===== config.mk =====
export PLATFORM = sky130hd
export DESIGN_NAME = quoted_token_splitter
export DESIGN_NICKNAME = d
export VERILOG_FILES = /design/src/rtl/core/qts_pkg.sv /design/src/rtl/core/qts_scan.sv /design/src/rtl/core/qts_outq.sv /design/src/rtl/core/quoted_token_splitter.sv
export VERILOG_INCLUDE_DIRS = /design/src /design/src/rtl/core
export SDC_FILE = /design/constraint.sdc
export NUM_CORES = 1
export LEC_CHECK = 0
export ABC_AREA = 1
export BUFFER_PORTS_ARGS = -buffer_cell sky130_fd_sc_hd__buf_2
export CORE_MARGIN = 5
export CORE_UTILIZATION = 25
export DETAILED_ROUTE_END_ITERATION = 16
export GPL_TIMING_DRIVEN = 0
export SLEW_MARGIN = 0
export SYNTH_ARGS = -nofsm -noshare
export SYNTH_HDL_FRONTEND = slang
export SYNTH_HIERARCHICAL = 1
export SYNTH_SLANG_ARGS = --single-unit

===== constraint.sdc =====
create_clock -name clk -period 4.05 [get_ports clk]
set_input_delay 0.81 -clock clk [delete_from_list [all_inputs] [get_ports clk]]
set_output_delay 0.81 -clock clk [all_outputs]
set_load 0.02 [all_outputs]

===== src/rtl/core/quoted_token_splitter_assert.svh =====
// Assertion helpers shared by the token splitter modules.
// Each macro expects a clock named clk and an active-high reset named rst.
`ifndef QUOTED_TOKEN_SPLITTER_ASSERT_SVH
`define QUOTED_TOKEN_SPLITTER_ASSERT_SVH

// Same-cycle implication.
`define QTS_ASSERT_NOW(lbl, ante, cons) \
  lbl: assert property (@(posedge clk) disable iff (rst) (ante) |-> (cons)) \
    else $error("quoted_token_splitter: same-cycle check failed");

// Next-cycle implication.
`define QTS_ASSERT_NEXT(lbl, ante, cons) \
  lbl: assert property (@(posedge clk) disable iff (rst) (ante) |=> (cons)) \
    else $error("quoted_token_splitter: next-cycle check failed");

`endif


===== src/rtl/core/qts_pkg.sv =====
// ----------------------------------------------------------------------------
// qts_pkg
// Types and constants for the quoted token splitter.
// ----------------------------------------------------------------------------
package qts_pkg;

  // Characters with special meaning
  localparam logic [7:0] CH_SLASH   = 8'h2F;
  localparam logic [7:0] CH_NEWLINE = 8'h0A;
  localparam logic [7:0] CH_SPACE   = 8'h20;
  localparam logic [7:0] CH_DQUOTE  = 8'h22;
  localparam logic [7:0] CH_SQUOTE  = 8'h27;

  // Results one byte can cause, and the output queue depth
  localparam int MAX_RESULTS = 3;
  localparam int QUEUE_DEPTH = 4;

  typedef enum logic [2:0] {
    MODE_IDLE    = 3'd0,
    MODE_SLASH   = 3'd1,
    MODE_COMMENT = 3'd2,
    MODE_QUOTED  = 3'd3,
    MODE_BARE    = 3'd4
  } scan_mode_t;

  typedef struct packed {
    logic [7:0] data_byte;
    logic       last_byte;
  } in_item_t;

  typedef struct packed {
    logic [7:0] token_char;
    logic       end_mark;
  } out_item_t;

  // Results of one input byte, slot 0 first
  typedef struct packed {
    logic [1:0]                  num;
    out_item_t [MAX_RESULTS-1:0] item;
  } scan_res_t;

endpackage


===== src/rtl/core/qts_scan.sv =====
// ----------------------------------------------------------------------------
// qts_scan
// Tokenizer mode register and per-byte result generation.
// ----------------------------------------------------------------------------
module qts_scan (
  input  logic                clk,
  input  logic                rst,
  input  logic                accept,
  input  qts_pkg::in_item_t   in_data,
  output qts_pkg::scan_res_t  res
);

  qts_pkg::scan_mode_t scan_mode, scan_mode_next;
  logic                quote_is_single, quote_is_single_next;

  // Byte classification
  logic       is_sep;
  logic [7:0] b;
  logic [7:0] close_quote;

  assign b           = in_data.data_byte;
  assign is_sep      = (b <= qts_pkg::CH_SPACE);
  assign close_quote = quote_is_single ? qts_pkg::CH_SQUOTE : qts_pkg::CH_DQUOTE;

  // Results and next mode for the byte at the input
  always_comb begin
    logic [1:0] n;
    n                    = 2'd0;
    res                  = '0;
    scan_mode_next       = scan_mode;
    quote_is_single_next = quote_is_single;
    unique case (scan_mode)
      qts_pkg::MODE_SLASH: begin
        if (b == qts_pkg::CH_SLASH) begin
          scan_mode_next = qts_pkg::MODE_COMMENT;
        end else begin
          // pending slash opens a bare token, which the byte extends or, if a separator, closes
          res.item[n] = '{token_char: qts_pkg::CH_SLASH, end_mark: 1'b0};
          n = n + 2'd1;
          if (is_sep) begin
            res.item[n] = '{token_char: 8'h00, end_mark: 1'b1};
            scan_mode_next = qts_pkg::MODE_IDLE;
          end else begin
            res.item[n] = '{token_char: b, end_mark: 1'b0};
            scan_mode_next = qts_pkg::MODE_BARE;
          end
          n = n + 2'd1;
        end
      end
      qts_pkg::MODE_COMMENT: begin
        if (b == qts_pkg::CH_NEWLINE) begin
          scan_mode_next = qts_pkg::MODE_IDLE;
        end
      end
      qts_pkg::MODE_QUOTED: begin
        if (b == close_quote || b == 8'h00) begin
          res.item[n] = '{token_char: 8'h00, end_mark: 1'b1};
          scan_mode_next = qts_pkg::MODE_IDLE;
        end else begin
          res.item[n] = '{token_char: b, end_mark: 1'b0};
        end
        n = n + 2'd1;
      end
      qts_pkg::MODE_BARE: begin
        if (is_sep) begin
          res.item[n] = '{token_char: 8'h00, end_mark: 1'b1};
          scan_mode_next = qts_pkg::MODE_IDLE;
        end else begin
          res.item[n] = '{token_char: b, end_mark: 1'b0};
        end
        n = n + 2'd1;
      end
      default: begin
        // between tokens
        if (is_sep) begin
          scan_mode_next = qts_pkg::MODE_IDLE;
        end else if (b == qts_pkg::CH_SLASH) begin
          scan_mode_next = qts_pkg::MODE_SLASH;
        end else if (b == qts_pkg::CH_DQUOTE || b == qts_pkg::CH_SQUOTE) begin
          quote_is_single_next = (b == qts_pkg::CH_SQUOTE);
          scan_mode_next = qts_pkg::MODE_QUOTED;
        end else begin
          res.item[n] = '{token_char: b, end_mark: 1'b0};
          n = n + 2'd1;
          scan_mode_next = qts_pkg::MODE_BARE;
        end
      end
    endcase

    // Last byte closes whatever is still open
    if (in_data.last_byte) begin
      unique case (scan_mode_next)
        qts_pkg::MODE_SLASH: begin
          res.item[n] = '{token_char: qts_pkg::CH_SLASH, end_mark: 1'b0};
          n = n + 2'd1;
          res.item[n] = '{token_char: 8'h00, end_mark: 1'b1};
          n = n + 2'd1;
        end
        qts_pkg::MODE_QUOTED, qts_pkg::MODE_BARE: begin
          res.item[n] = '{token_char: 8'h00, end_mark: 1'b1};
          n = n + 2'd1;
        end
        default: begin
        end
      endcase
      scan_mode_next = qts_pkg::MODE_IDLE;
    end
    res.num = n;
  end

  // Mode registers
  always_ff @(posedge clk) begin
    if (rst) begin
      scan_mode       <= qts_pkg::MODE_IDLE;
      quote_is_single <= 1'b0;
    end else if (accept) begin
      scan_mode       <= scan_mode_next;
      quote_is_single <= quote_is_single_next;
    end
  end

`include "quoted_token_splitter_assert.svh"

  `QTS_ASSERT_NEXT(a_last_goes_idle, accept && in_data.last_byte, scan_mode == qts_pkg::MODE_IDLE)
  `QTS_ASSERT_NOW(a_comment_silent, accept && scan_mode == qts_pkg::MODE_COMMENT, res.num == 2'd0)
  `QTS_ASSERT_NOW(a_idle_one_result, scan_mode == qts_pkg::MODE_IDLE && !in_data.last_byte, res.num <= 2'd1)

endmodule


===== src/rtl/core/qts_outq.sv =====
// ----------------------------------------------------------------------------
// qts_outq
// Four-entry shift queue that takes up to three results per transfer in and
// hands one result per transfer out.
// ----------------------------------------------------------------------------
module qts_outq (
  input  logic                clk,
  input  logic                rst,
  input  logic                push,
  input  qts_pkg::scan_res_t  res,
  output logic                room,
  output logic                out_valid,
  input  logic                out_stall,
  output qts_pkg::out_item_t  out_data
);

  localparam int CntW = $clog2(qts_pkg::QUEUE_DEPTH + 1);
  localparam int IdxW = $clog2(qts_pkg::QUEUE_DEPTH);

  qts_pkg::out_item_t [qts_pkg::QUEUE_DEPTH-1:0] slot, slot_next;
  logic [CntW-1:0] count, count_next;
  logic            pop;
  logic [IdxW-1:0] base;

  // Space for a worst-case byte before any pop this cycle
  assign room      = (count <= CntW'(qts_pkg::QUEUE_DEPTH - qts_pkg::MAX_RESULTS));
  assign out_valid = (count != '0);
  assign out_data  = slot[0];
  assign pop       = out_valid && !out_stall;
  assign base      = count[IdxW-1:0] - IdxW'(pop);

  // Shift out the head, then append new results behind the survivors
  always_comb begin
    for (int i = 0; i < qts_pkg::QUEUE_DEPTH; i++) begin
      if (pop && i < qts_pkg::QUEUE_DEPTH - 1) begin
        slot_next[i] = slot[i+1];
      end else begin
        slot_next[i] = slot[i];
      end
    end
    count_next = count - CntW'(pop);
    if (push) begin
      for (int k = 0; k < qts_pkg::MAX_RESULTS; k++) begin
        if (k < int'(res.num)) begin
          slot_next[base + IdxW'(k)] = res.item[k];
        end
      end
      count_next = count_next + CntW'(res.num);
    end
  end

  always_ff @(posedge clk) begin
    if (rst) begin
      count <= '0;
    end else begin
      count <= count_next;
    end
  end

  always_ff @(posedge clk) begin
    slot <= slot_next;
  end

`include "quoted_token_splitter_assert.svh"

  `QTS_ASSERT_NOW(a_no_overflow, push, int'(count) + int'(res.num) <= qts_pkg::QUEUE_DEPTH)
  `QTS_ASSERT_NEXT(a_empty_stays, count == '0 && !push, count == '0)
  `QTS_ASSERT_NEXT(a_pop_drops_one, pop && !(push && res.num != 2'd0), count == $past(count) - 1'b1)

endmodule


===== src/rtl/core/quoted_token_splitter.sv =====
// ----------------------------------------------------------------------------
// quoted_token_splitter
// Byte-stream tokenizer: whitespace-separated, quoted and comment-aware.
// ----------------------------------------------------------------------------
// One byte is taken per cycle whenever at most one result waits in the
// output queue; its results (zero to three: token characters and end
// markers) are registered into the queue and leave it one per transfer.
// A byte inside a token yields one result, so plain text streams at one
// byte per cycle while the output does not stall; a byte that yields two or
// three results (a lone slash that turns into a bare token, or the last byte
// closing a token) holds the input while the four-entry output queue drains.
module quoted_token_splitter (
  input  logic                clk,
  input  logic                rst,
  input  logic                in_valid,
  output logic                in_stall,
  input  qts_pkg::in_item_t   in_data,
  output logic                out_valid,
  input  logic                out_stall,
  output qts_pkg::out_item_t  out_data
);

  logic               accept;
  logic               room;
  qts_pkg::scan_res_t res;

  assign in_stall = !room;
  assign accept   = in_valid && room;

  // Mode tracking and result generation
  qts_scan u_scan (
    .clk     (clk),
    .rst     (rst),
    .accept  (accept),
    .in_data (in_data),
    .res     (res)
  );

  // Result queue toward the output
  qts_outq u_outq (
    .clk       (clk),
    .rst       (rst),
    .push      (accept),
    .res       (res),
    .room      (room),
    .out_valid (out_valid),
    .out_stall (out_stall),
    .out_data  (out_data)
  );

endmodule


==> flow_summary.ini <==
[place]
finalWeightedCongestion = 0.920
dp_hpwl_microns = 11100
placed_area_sq_mm = 0.00481
post-place-cells = 1017
buffer_ports.inserted = 23
dp_worst_setup_slack_ps = -263

[critical_path]
required_ps = 4070
timing.critical_path.to_type = flip-flop
worst_setup_sp_type = input port
cp.arrival_ps = 3860
worstSetupPathType = input port to flip-flop
crit_path_max_fanout = 10

[timing]
grt_setup_unrepaired = true
postLayoutSetupSlackWorst_ps = 212
maxSlewHeadroom_pct = 48.9
drv_slew = 0
worstMarginPinSlew_ps = 747
finClkSkew_ps = 9.76
min_period_ps = 3840
finalCritPeriodShare_pct = 94.8
aggregate_negative_setup_slack_ps = 0
setup_viol = 0
clock.fmax_ghz = 0.261
whs_ps = 502
finalHoldViolations = 0

[global_route]
via_count_of_the_first_global_routing_pass = 4479
grt_max_degree = 15
grt_overflow = 0
grt_antenna_before_repair = 0
grt_pass1_wl_microns = 23500
global_route.usage.total_pct = 14.5

[clock_network]
ctsHoldBuffers = 0
tritoncts.num_buffers = 5
clock_tree_from_tritoncts = built
skew_pair_late_insertion_delay_ps = 310
clock_tree.htree_level_count = 2
clockRootBuffer = clkbuf_16
clk_transition_reported_paths_ps = 60
cts_buffer_depth = 2
cts.sink_count = 43

[yosys]
ys_warn_count = 6
synthDistinctLibCells = 41
synth-seq-cells = 43
synth.largest_area_cell = nand2_1
edff_count_synth = 9
synth_top_area_share_pct = 21.3
post-synth-top-count-cell = nand2_1
netlist_instances = 767
syn_avg_cell_area_sq_um = 5.74
syn_area_sq_mm = 0.00440
synth-seq-area-share_pct = 21.6
async_reset_ff_share_pct = 0
yosys-top-cells-area = nand2_1, dfxtp_1, inv_1
synthTopCellsByCount = nand2_1, inv_1, o21ai_0, nand3_1, a21oi_1
synth_flop_cell = dfxtp_1

[final_layout]
layout_cells_sized_above_1_pct = 15.3
multi_input_comb_area_sq_mm = 0.00278
finalInstanceArea_sq_mm = 0.00496
area.sequential_sq_um = 951
areaGrowthSynthToFinish_pct = 12.7
antenna-diode-count = 0
layout.filler_cells = 1967
finish.net_count = 820
post_layout_nonfiller_instances = 1024

[route]
drt_iter0_drcs = 434
route.vias.total = 4894
wire_per_inst_microns = 14.1
drt_pass1_iterations = 5
detail_route.drc_violations = 0
final_antenna_net_count = 0
drt_wl_total_microns = 14500
detail_route.vias_per_cell = 4.78

[floorplan]
starting_density_pct = 25.5
die_area_sq_mm = 0.0204
die_h_microns = 143
core_area_sq_mm = 0.0173
row_count = 48
design.portCount = 24
floorplan.die.width_microns = 143

[min_path]
min_path_type = flip-flop to flip-flop

[power_and_ir_drop]
p_leak_nw = 2.56
ir_drop_uv = 207
power.density_cell_area_mw_per_mm2 = 684

[run_status]
run_status = finished, final reports clean

[flow_run]
cap_viol_max_count = 0
routing by layer:
metal  share of wire, %  global-route usage, %
met2                 43                   22.3
met5                  0                      0
met3                 10                   3.11
met4                2.7                   5.05
met1                 44                   20.1
through the flow:
stage | power, mW | util (%)
floorplan | 2.37 | -
global placement | 2.92 | 27.8
detailed placement | 2.93 | 27.8
CTS | 3.37 | 28.6
global route | 3.76 | 28.7
finish | 3.39 | 28.7
layout make-up:
type                            instances  share of cell area, %
Multi-Input combinational cell        565                   56.1
Clock inverter                          2                  0.227
Sequential cell                        43                   19.2
Clock buffer                            6                   2.60
Tap cell                              225                   5.67
Buffer                                 40                   4.72
Inverter                              120                   9.18
Timing Repair Buffer                   23                   2.32
repair_timing:
item                       CTS  global route
gates resized for setup      0             5
buffers inserted             0             0
setup endpoints to repair    0            32
path summary, 6_finish.rpt:
check                                               to              startpoint  slack (ps)  depth (start not counted)
worst min register to register  u_scan/quote_is_single  u_scan/quote_is_single         500                          2
worst min-delay path            u_scan/quote_is_single  u_scan/quote_is_single         500                          2
worst max register to register         u_outq/slot[34]     u_scan/scan_mode[1]         460                         18
worst max-delay path                   u_outq/slot[34]              in_data[4]         210                         19
cells by family (layout without fill, tap and decap cells):
kind of cell | count (synthesis) | after routing | synth area share (%)
compound gates | 146 | 146 | 17.2
xor+xnor | 2 | 2 | 0.398
fa+ha+maj | 9 | 9 | 2.73
buf+inv | 161 | 191 | 15.6
flops | 43 | 43 | 21.6
other cells | 1 | 3 | 0.0852
simple gates | 405 | 405 | 42.4
worst max-delay path, cell delays in order:
cell	delay, ps
buf_2	120
inv_1	90
nand2_1	100
nor2_1	60
nand2_1	140
nand4_4	210
o21ai_4	240
inv_2	90
ha_1	300
or2_2	320
nand4_1	90
nand3_1	190
inv_2	130
nand2_1	130
nand2_2	210
clkbuf_4	250
o21ai_0	90
o21ai_0	130
o21ai_0	130
cells in the final DEF, fill, tap and decap left out, types with 7 or more instances in the layout:
cell,n
nor2_2,9
buf_4,17
inv_2,17
dfxtp_1,34
nand3_1,64
clkbuf_1,9
a21oi_1,58
nor2_1,37
edfxtp_1,9
inv_1,100
nand2_2,13
ha_1,8
buf_2,33
o21ai_0,72
o21ai_1,7
nand2_1,248
state kept, by name, summed over array words and instances, names as in the netlist:
| name | count |
|---|---|
| u_outq/slot | 27 |
| u_outq/out_data | 9 |
| u_outq/count | 3 |
| u_scan/scan_mode | 3 |
| u_scan/quote_is_single | 1 |
power breakdown:
group / leakage [nW] / total (mW) / switching [mW] / internal, mW
clock: 0.0712 / 0.426 / 0.197 / 0.229
sequential: 0.369 / 0.768 / 0.105 / 0.663
combinational: 2.12 / 2.20 / 1.47 / 0.729
Note: power is estimated with default switching activity, not from simulation.
